### src/design/lfr_pkg.sv
// lfr_pkg: shared constants, opcodes and link memory port types
// for the lru frame replacer; no dependencies
`default_nettype none

package lfr_pkg;

   localparam int NUM_FRAMES  = 64;
   localparam int FRAME_W     = 6;
   localparam int COUNT_W     = 7;
   localparam int FRAME_SLOTS = 2 ** FRAME_W;

   typedef enum logic [1:0] {
      OP_VICTIM = 2'd0,
      OP_PIN    = 2'd1,
      OP_UNPIN  = 2'd2
   } opcode_type;

   typedef struct packed {
      logic               en;
      logic [FRAME_W-1:0] addr;
   } link_rd_type;

   typedef struct packed {
      logic               en;
      logic [FRAME_W-1:0] addr;
      logic [FRAME_W-1:0] data;
   } link_wr_type;

   function automatic logic in_range(input logic [FRAME_W-1:0] f);
      in_range = (32'(f) < NUM_FRAMES);
   endfunction

endpackage

`default_nettype wire

### src/design/lru_frame_replacer_core.sv
// lru_frame_replacer_core: least recently unpinned frame replacer, top level
// depends on lfr_pkg and lfr_link_ram
// a request accepted in ST_IDLE moves to ST_UPDATE, which registers the result and its strobe
// a new request is taken only back in ST_IDLE, after the link memory read and write-back
// busy is high while in ST_UPDATE and low while the result is shown
// reset: synchronous; clears member flags, head, tail and count at once, no clearing pass
`default_nettype none

module lru_frame_replacer_core (
   input  wire logic                          clock,
   input  wire logic                          reset,
   input  wire logic                          start,
   output logic                               busy,
   input  wire logic [1:0]                    req_opcode,
   input  wire logic [lfr_pkg::FRAME_W-1:0]   req_frame_number,
   output logic                               rsp_valid,
   output logic                               rsp_found,
   output logic [lfr_pkg::FRAME_W-1:0]        rsp_victim_frame,
   output logic [lfr_pkg::COUNT_W-1:0]        rsp_tracked_count
);

   typedef enum logic {
      ST_IDLE,
      ST_UPDATE
   } state_type;

   state_type state_ff;

   // request held for the update cycle
   logic [1:0]                  op_ff;
   logic [lfr_pkg::FRAME_W-1:0] frame_ff;

   // list anchors and membership
   logic [lfr_pkg::FRAME_W-1:0]     head_ff, head_in;
   logic [lfr_pkg::FRAME_W-1:0]     tail_ff, tail_in;
   logic [lfr_pkg::COUNT_W-1:0]     count_ff, count_in;
   logic [lfr_pkg::FRAME_SLOTS-1:0] member_ff, member_in;

   // result registers
   logic                        rsp_valid_ff;
   logic                        found_ff, found_in;
   logic [lfr_pkg::FRAME_W-1:0] victim_ff, victim_in;
   logic [lfr_pkg::COUNT_W-1:0] tracked_ff;

   logic accept;

   lfr_pkg::link_rd_type        link_rd;
   lfr_pkg::link_wr_type        next_wr, prev_wr;
   logic [lfr_pkg::FRAME_W-1:0] younger, older;

   logic                        is_victim, is_pin, is_unpin;
   logic                        frame_ok, member_hit;
   logic                        do_unlink, do_append;
   logic [lfr_pkg::FRAME_W-1:0] target;

   // reset holds off requests as well
   assign busy   = (state_ff != ST_IDLE) | reset;
   assign accept = start & ~busy;

   // victim reads the links of the head, pin and unpin those of the named frame
   always_comb begin
      link_rd.en   = accept;
      link_rd.addr = (req_opcode == lfr_pkg::OP_VICTIM) ? head_ff : req_frame_number;
   end

   // next_link: toward younger frames
   lfr_link_ram u_next_ram (
      .clock   (clock),
      .rd      (link_rd),
      .wr      (next_wr),
      .rd_data (younger)
   );

   // prev_link: toward older frames
   lfr_link_ram u_prev_ram (
      .clock   (clock),
      .rd      (link_rd),
      .wr      (prev_wr),
      .rd_data (older)
   );

   // decode of the held request
   assign is_victim  = (op_ff == lfr_pkg::OP_VICTIM);
   assign is_pin     = (op_ff == lfr_pkg::OP_PIN);
   assign is_unpin   = (op_ff == lfr_pkg::OP_UNPIN);
   assign frame_ok   = lfr_pkg::in_range(frame_ff);
   assign member_hit = member_ff[frame_ff];

   // empty victim and out-of-range frames fall through with no change
   assign do_unlink = (state_ff == ST_UPDATE) &&
                      ((is_victim && (count_ff != '0)) || (is_pin && frame_ok && member_hit));
   assign do_append = (state_ff == ST_UPDATE) && is_unpin && frame_ok && !member_hit;
   assign target    = is_victim ? head_ff : frame_ff;

   // list update: at most one write to each link memory
   always_comb begin
      head_in   = head_ff;
      tail_in   = tail_ff;
      count_in  = count_ff;
      member_in = member_ff;
      next_wr   = '0;
      prev_wr   = '0;

      if (do_unlink) begin
         if (count_ff <= lfr_pkg::COUNT_W'(1)) begin
            // last frame leaves, list empties
            head_in = '0;
            tail_in = '0;
         end else begin
            if (target == head_ff) begin
               head_in = younger;
            end else if (lfr_pkg::in_range(older)) begin
               next_wr.en   = 1'b1;
               next_wr.addr = older;
               next_wr.data = younger;
            end
            if (target == tail_ff) begin
               tail_in = older;
            end else if (lfr_pkg::in_range(younger)) begin
               prev_wr.en   = 1'b1;
               prev_wr.addr = younger;
               prev_wr.data = older;
            end
         end
         member_in[target] = 1'b0;
         count_in          = count_ff - lfr_pkg::COUNT_W'(1);
      end else if (do_append) begin
         if (count_ff == '0) begin
            head_in = frame_ff;
            tail_in = frame_ff;
         end else begin
            // hook behind the current tail
            if (lfr_pkg::in_range(tail_ff)) begin
               next_wr.en   = 1'b1;
               next_wr.addr = tail_ff;
               next_wr.data = frame_ff;
            end
            prev_wr.en   = 1'b1;
            prev_wr.addr = frame_ff;
            prev_wr.data = tail_ff;
            tail_in      = frame_ff;
         end
         member_in[frame_ff] = 1'b1;
         count_in            = count_ff + lfr_pkg::COUNT_W'(1);
      end
   end

   // result fields, victim frame forced to zero when nothing is evicted
   always_comb begin
      found_in  = is_victim && (count_ff != '0);
      victim_in = found_in ? head_ff : '0;
   end

   // control state, list anchors, membership and registered result strobe
   always_ff @(posedge clock) begin
      if (reset) begin
         state_ff     <= ST_IDLE;
         rsp_valid_ff <= 1'b0;
         head_ff      <= '0;
         tail_ff      <= '0;
         count_ff     <= '0;
         member_ff    <= '0;
      end else begin
         unique case (state_ff)
            ST_IDLE: begin
               rsp_valid_ff <= 1'b0;
               if (accept) begin
                  state_ff <= ST_UPDATE;
               end
            end
            ST_UPDATE: begin
               rsp_valid_ff <= 1'b1;
               head_ff      <= head_in;
               tail_ff      <= tail_in;
               count_ff     <= count_in;
               member_ff    <= member_in;
               state_ff     <= ST_IDLE;
            end
            default: begin
               state_ff <= ST_IDLE;
            end
         endcase
      end
   end

   // payload registers
   always_ff @(posedge clock) begin
      if (accept) begin
         op_ff    <= req_opcode;
         frame_ff <= req_frame_number;
      end
      if (state_ff == ST_UPDATE) begin
         found_ff   <= found_in;
         victim_ff  <= victim_in;
         tracked_ff <= count_in;
      end
   end

   assign rsp_valid         = rsp_valid_ff;
   assign rsp_found         = found_ff;
   assign rsp_victim_frame  = victim_ff;
   assign rsp_tracked_count = tracked_ff;

endmodule

`default_nettype wire

### src/design/lfr_link_ram.sv
// lfr_link_ram: one-read one-write link memory, registered read data
// depends on lfr_pkg
`default_nettype none

module lfr_link_ram (
   input  wire logic                        clock,
   input  wire lfr_pkg::link_rd_type        rd,
   input  wire lfr_pkg::link_wr_type        wr,
   output logic [lfr_pkg::FRAME_W-1:0]      rd_data
);

   logic [lfr_pkg::FRAME_W-1:0] mem [lfr_pkg::FRAME_SLOTS];
   logic [lfr_pkg::FRAME_W-1:0] rd_data_ff;

   always_ff @(posedge clock) begin
      if (wr.en) begin
         mem[wr.addr] <= wr.data;
      end
      if (rd.en) begin
         rd_data_ff <= mem[rd.addr];
      end
   end

   assign rd_data = rd_data_ff;

endmodule

`default_nettype wire

### config.mk
export PLATFORM = sky130hd
export DESIGN_NAME = lru_frame_replacer_core
export DESIGN_NICKNAME = d
export VERILOG_FILES = /design/src/design/lfr_pkg.sv /design/src/design/lru_frame_replacer_core.sv /design/src/design/lfr_link_ram.sv
export SDC_FILE = /design/constraint.sdc
export NUM_CORES = 1
export LEC_CHECK = 0
export BUFFER_PORTS_ARGS = -buffer_cell sky130_fd_sc_hd__buf_4
export CAP_MARGIN = 20
export CORE_MARGIN = 2
export CORE_UTILIZATION = 57
export CTS_CLUSTER_DIAMETER = 40
export CTS_CLUSTER_SIZE = 28
export DETAILED_ROUTE_END_ITERATION = 8
export PLACE_DENSITY = 0.76
export SLEW_MARGIN = 25
export SYNTH_ARGS = -nofsm -noshare
export SYNTH_HDL_FRONTEND = slang
export SYNTH_SLANG_ARGS = --single-unit
export TNS_END_PERCENT = 5
### constraint.sdc
create_clock -name clock -period 5.26 [get_ports clock]
set_clock_uncertainty 0.05 [all_clocks]
set_input_delay 0.263 -clock clock [delete_from_list [all_inputs] [get_ports clock]]
set_output_delay 0.263 -clock clock [all_outputs]
set_load 0.01 [all_outputs]
==> results.py, run 1 <==
metrics = {
    "outcome": {
        "outcome": "complete, no violations",
    },
    "global_route": {
        "track_usage_pct": 27.3,
        "grt_overflow": 0,
        "grt_pass1_vias": 21400,
        "grt_pass1_wl_um": 136000,
        "grt_max_degree": 86,
        "grtUsageMet2_pct": 42.9,
        "use_met3_pct": 5.28,
        "antenna_found_initial": 0,
        "grtUsageMet1_pct": 38.8,
        "grt_most_used_layer": "met2",
    },
    "timing": {
        "period_share_pct": 91.3,
        "finalSetupViolCount": 0,
        "hold_ws_ps": 165,
        "tightest_slew_ps": 1060,
        "fin_ws_ps": 459,
        "finalHoldViolations": 0,
        "fmax_ghz": 0.208,
        "post-route-min-period_ps": 4800,
        "slew_viol_final": 0,
        "rsz0062_at_grt": "false",
        "maxSlewHeadroom_pct": 29.1,
    },
    "logic_synthesis": {
        "synth_ff_type": "edfxtp_1",
        "synth-seq-cells": 887,
        "postSynthAreaPerCell_um2": 17.0,
        "ys_seq_area_share_pct": 70.5,
        "syn_nets": 2169,
        "postSynthCellCount": 2154,
        "mappedNetlistArea_um2": 36600,
        "ys_warn_count": 0,
        "synth_edf_count": 802,
        "ys_types": 76,
        "postSynth.asyncResetShare_pct": 0,
    },
    "cells_and_area": {
        "areaGrowthSynthToFinish_pct": 14.9,
        "fillers": 4003,
        "utilization_pct": 66.5,
        "regArea_um2": 25800,
        "drive_gt1_share_pct": 24.6,
        "diodes": 0,
        "multi_input_area_um2": 10400,
        "nNetsFinal": 2276,
    },
    "die": {
        "ios": 27,
        "core_um2": 63200,
        "die_x_um": 257,
        "start_util_pct": 57.9,
        "die_h_um": 257,
        "rows": 92,
        "die_area_um2": 66200,
    },
    "clock_network": {
        "postCtsHoldBufs": 9,
        "root_buffer": "clkbuf_16",
        "clock_path_buffers": 3,
        "cts_tree": "yes",
        "numCtsBuffers": 101,
        "path_clk_slew_ps": 70,
        "cts_repair_resize_count": 0,
        "cts.sinks": 887,
        "post_cts_buffers": 0,
        "cts_max_level": 3,
        "clock_latency_ps": 670,
    },
    "power": {
        "p_sw_share_pct": 23.9,
        "p_per_area_nw_per_um2": 374,
        "seq_power_share_pct": 48.7,
        "peakVddDrop_uv": 364,
        "power.share.clock_pct": 45.8,
        "p_leak_nw": 12.6,
        "pwr-share-comb_pct": 5.5,
        "internal_power_mw": 12.0,
        "p_sw_mw": 3.77,
    },
    "worst_setup_path": {
        "crit_path_start_kind": "register",
        "cp_max_fo": 14,
        "crit_start": "frame_ff[2]$_DFFE_PP_",
        "r2r-start": "frame_ff[2]$_DFFE_PP_",
        "critPathArrivalTime_ps": 5030,
        "cp.required_ps": 5490,
        "worstSetupEndpointType": "register",
        "crit_type": "register to register",
    },
    "hold_path": {
        "hold_start": "reset",
        "hold_class": "primary input to register",
    },
    "route": {
        "drtPass1Iterations": 8,
        "wl_per_cell_um": 28.0,
        "viasPerCell": 6.74,
        "drt_wl_total_um": 89600,
        "final_antenna_net_count": 0,
        "drc_errors": 0,
        "drt_iter0_drc": 2818,
        "num_vias": 21500,
    },
    "placement": {
        "dp_hpwl_um": 55200,
        "dp_worst_setup_slack_ps": 422,
        "gp_congestion": 0.958,
        "io_buffers": 26,
    },
    "flow_run": {
        "drv_cap": 0,
    },
}
worst paths after layout:
check | slack, ps | cells after the start | endpoint
hold / removal | 160 | 2 | rsp_valid$_SDFF_PP0_
setup / recovery | 460 | 9 | u_prev_ram.mem[48][1]$_DFFE_PP_
hold reg to reg | 420 | 1 | member_ff[61]$_SDFFE_PP0P_
setup reg to reg | 460 | 9 | u_prev_ram.mem[48][1]$_DFFE_PP_
registers in the layout, indices dropped and copies added (netlist names):
signal / flops
rsp_found: 1
head_ff: 6
rsp_victim_frame: 6
u_next_ram.mem: 384
u_prev_ram.rd_data: 6
rsp_valid: 1
state_ff: 1
op_ff: 2
frame_ff: 6
u_prev_ram.mem: 384
member_ff: 64
tail_ff: 6
count_ff: 7
rsp_tracked_count: 7
u_next_ram.rd_data: 6
cell usage after synthesis (all sizes together), types with 7 or more instances:
master   instances  area share, %
edfxtp         802             66
mux4           194             12
nand2          132            1.4
nor2           125            1.3
a21oi          100            1.4
dfxtp           85            4.7
clkbuf          83           0.85
a211oi          76            1.6
o2bb2ai         66            1.6
and2            56           0.96
buf             52           0.68
nor3            46           0.63
a31oi           29           0.50
o21ai           28           0.38
a311oi          24           0.57
mux2i           23           0.63
nand3           21           0.37
a221oi          20           0.48
inv             19           0.20
nor4            16           0.38
nor2b           14           0.24
xnor2           14           0.34
o211ai          13           0.27
a22oi           11           0.23
and3             7           0.12
mux2             7           0.22
nand4            7           0.16
nor3b            7           0.18
cells in the final DEF (no fill, tap or decap), types with 14 or more instances in the layout:
cell and n:
clkbuf_16 101, nor2b_1 14, nand2_1 130, o2bb2ai_1 66, nor3_1 42, a221oi_1 20
and2_1 56, mux4_2 194, a31oi_1 29, inv_1 19, nand3_1 15, edfxtp_1 802
buf_4 120, xnor2_1 14, a21oi_1 99, mux2i_1 17, dfxtp_1 85, a311oi_1 24
inv_6 24, a211oi_1 71, nor2_1 122
area by class of cell:
class / count / share of cell area (%)
repair buffers: 139 / 2.84
well taps: 846 / 2.52
clock buffers: 106 / 6.06
multi-input cells: 1112 / 24.7
clock inverters: 86 / 2.32
flip-flops and latches: 887 / 61.4
inverters: 20 / 0.179
critical path, stage by stage (launching register included):
cell and delay [ps]:
edfxtp_1 650, nor2b_1 650, a22oi_1 200, nand3_1 190
nand4_4 230, or4_1 850, buf_4 270, nor2_4 150
o211ai_1 330, nor3_1 850
power groups by stage:
stage	combinational, mW	sequential [mW]	clock [mW]
after floorplan	0.588	7.79	0
after CTS	0.855	7.65	7.27
after global routing	0.920	7.65	7.54
after detailed placement	0.842	7.81	0
after global placement	0.822	7.80	0
final	0.866	7.66	7.21
cells by family (layout without fill, tap and decap cells):
kind of cell	count (synthesis)	after routing	synth area share, %
buffers and inverters	155	351	1.73
and+or+nand+nor	452	452	6.14
AOI/OAI and AO/OA	415	415	8.26
adders and majority gates	4	4	0.137
DFF	887	887	70.5
xor gates and xnor gates	17	17	0.407
muxes	224	224	12.8
routing by layer:
layer,vias to the layer above,share of wire (%)
met3,209,10
li1,9034,-
met1,10900,39
met4,0,3.1
met2,1429,48
met5,-,0
through the flow:
step | area [um^2] | std cells | power, mW | setup TNS, ps
6_report | 42000 | 3196 | 15.7 | 0
5_1_grt | 42000 | 3196 | 16.1 | 0
2_1_floorplan | 36600 | 2154 | 8.38 | -168080
3_5_place_dp | 38300 | 2993 | 8.65 | 0
4_1_cts | 41900 | 3194 | 15.8 | 0
3_3_place_gp | 38300 | 2991 | 8.63 | 0
(Power assumes the default switching activity.)
==> inputs of run 2 (changes only) <==
--- a/config.mk
+++ b/config.mk
@@ -7,7 +7,7 @@
 export LEC_CHECK = 0
 export BUFFER_PORTS_ARGS = -buffer_cell sky130_fd_sc_hd__buf_4
 export CAP_MARGIN = 20
-export CORE_MARGIN = 2
+export CORE_MARGIN = 4
 export CORE_UTILIZATION = 57
 export CTS_CLUSTER_DIAMETER = 40
 export CTS_CLUSTER_SIZE = 28
==> results.py, run 2 (synthesis gave the netlist of run 1 again) <==
metrics = {
    "outcome": {
        "outcome": "complete, no violations",
    },
    "clock_network": {
        "clock_latency_ps": 680,
        "cts_max_level": 3,
        "clock_path_buffers": 3,
        "cts_repair_resize_count": 0,
        "path_clk_slew_ps": 70,
        "cts_tree": "yes",
        "root_buffer": "clkbuf_16",
        "cts.sinks": 887,
        "numCtsBuffers": 102,
        "postCtsHoldBufs": 9,
        "post_cts_buffers": 0,
    },
    "flow_run": {
        "drv_cap": 0,
    },
    "worst_setup_path": {
        "crit_path_start_kind": "register",
        "critPathArrivalTime_ps": 5100,
        "worstSetupEndpointType": "register",
        "cp.required_ps": 5480,
        "cp_max_fo": 15,
        "crit_type": "register to register",
    },
    "cells_and_area": {
        "fillers": 4005,
        "areaGrowthSynthToFinish_pct": 15.1,
        "stdcell_area_um2": 42100,
        "diodes": 0,
        "nNetsFinal": 2288,
        "layout_commonest_cell": "edfxtp_1",
        "utilization_pct": 66.5,
        "final_cell_mix": "edfxtp_1, mux4_2, nand2_1, buf_4, nor2_1",
        "top_regs": "u_next_ram.mem x384, u_prev_ram.mem x384, member_ff x64",
        "drive_gt1_share_pct": 24.9,
    },
    "die": {
        "die_h_um": 261,
        "ios": 27,
        "rows": 92,
        "die_area_um2": 68300,
        "core_um2": 63300,
        "die_x_um": 261,
        "start_util_pct": 57.8,
    },
    "timing": {
        "post-route-min-period_ps": 4890,
        "rsz0062_at_grt": "false",
        "finalSetupViolCount": 0,
        "tightest_slew_ps": 1050,
        "period_share_pct": 92.9,
        "fmax_ghz": 0.205,
        "finalHoldViolations": 0,
        "maxSlewHeadroom_pct": 29.5,
        "slew_viol_final": 0,
    },
    "route": {
        "viasPerCell": 6.79,
        "drc_errors": 0,
        "final_antenna_net_count": 0,
        "num_vias": 21800,
        "drtPass1Iterations": 8,
        "wl_per_cell_um": 28.2,
        "drt_wl_total_um": 90300,
        "drt_iter0_drc": 3065,
    },
    "power": {
        "peakVddDrop_uv": 295,
        "p_per_area_nw_per_um2": 374,
        "power_mw": 15.8,
        "p_leak_nw": 12.6,
    },
    "placement": {
        "io_buffers": 26,
        "gp_congestion": 0.941,
        "dpl-instance-area_um2": 38400,
        "dp_hpwl_um": 54600,
    },
    "global_route": {
        "antenna_found_initial": 0,
        "grt_max_degree": 86,
        "grt_overflow": 0,
        "grt_pass1_vias": 21800,
        "track_usage_pct": 26.9,
        "grt_pass1_wl_um": 139000,
    },
    "hold_path": {
        "hold_class": "primary input to register",
    },
}
run 2: cell count changes in the layout (fill, tap and decap cells not counted), moves of 3 or more:
| cell | change |
|---|---|
| inv_6 | +5 |
| bufinv_16 | -3 |
| clkinv_2 | -4 |
| nor3_2 | -3 |
| nor3_1 | +3 |
| buf_4 | +10 |
| inv_12 | +4 |
| o21ai_2 | -3 |
| o21ai_1 | +3 |
run 2: cell type report:
class	count	area [um^2]	area share, %
flip-flops and latches	887	25800	61.2
clock inverters	86	945	2.24
well taps	846	1060	2.51
repair buffers	150	1290	3.06
inverters	20	75.1	0.178
clock buffers	107	2590	6.16
multi-input cells	1112	10400	24.6
run 2: final timing paths:
path	start	end	slack, ps	cells after the start
min reg2reg	member_ff[23]$_SDFFE_PP0P_	member_ff[23]$_SDFFE_PP0P_	420	1
max reg2reg	frame_ff[2]$_DFFE_PP_	u_prev_ram.mem[58][4]$_DFFE_PP_	370	8
max	frame_ff[2]$_DFFE_PP_	u_prev_ram.mem[58][4]$_DFFE_PP_	370	8
min	reset	rsp_valid$_SDFF_PP0_	200	2
run 2: worst max-delay path, stage by stage (launching register included):
cell and delay [ps]:
edfxtp_1 670, nor2b_1 310, a221oi_1 150, o221a_2 330, a2111oi_4 690, o31ai_2 130
a2111oi_0 690, o211ai_1 530, nor3_1 930
run 2: per-stage QoR:
step / setup WS (ps) / TNS [ps] / instances / hold slack [ps]
3_3_place_gp: 682 / 0 / 3002 / 392
5_1_grt: 73.2 / 0 / 3208 / 198
3_5_place_dp: 488 / 0 / 3004 / 403
6_report: 374 / 0 / 3208 / 201
4_1_cts: 476 / 0 / 3206 / 169
2_1_floorplan: -427 / -168080 / 2154 / 312
run 2: layer usage:
metal  vias up  track usage [%]  share of wire, %
met3       243             4.58               9.9
met2      1455             41.9                47
li1       9069                -                 -
met5         -                0                 0
met1     11000             38.7                39
met4         0             10.2               3.9
run 2: where the power goes:
group          switching [mW]  internal [mW]  total (mW)
sequential             0.0404           7.62        7.66
combinational           0.530          0.341       0.871
clock                    3.27           3.96        7.23
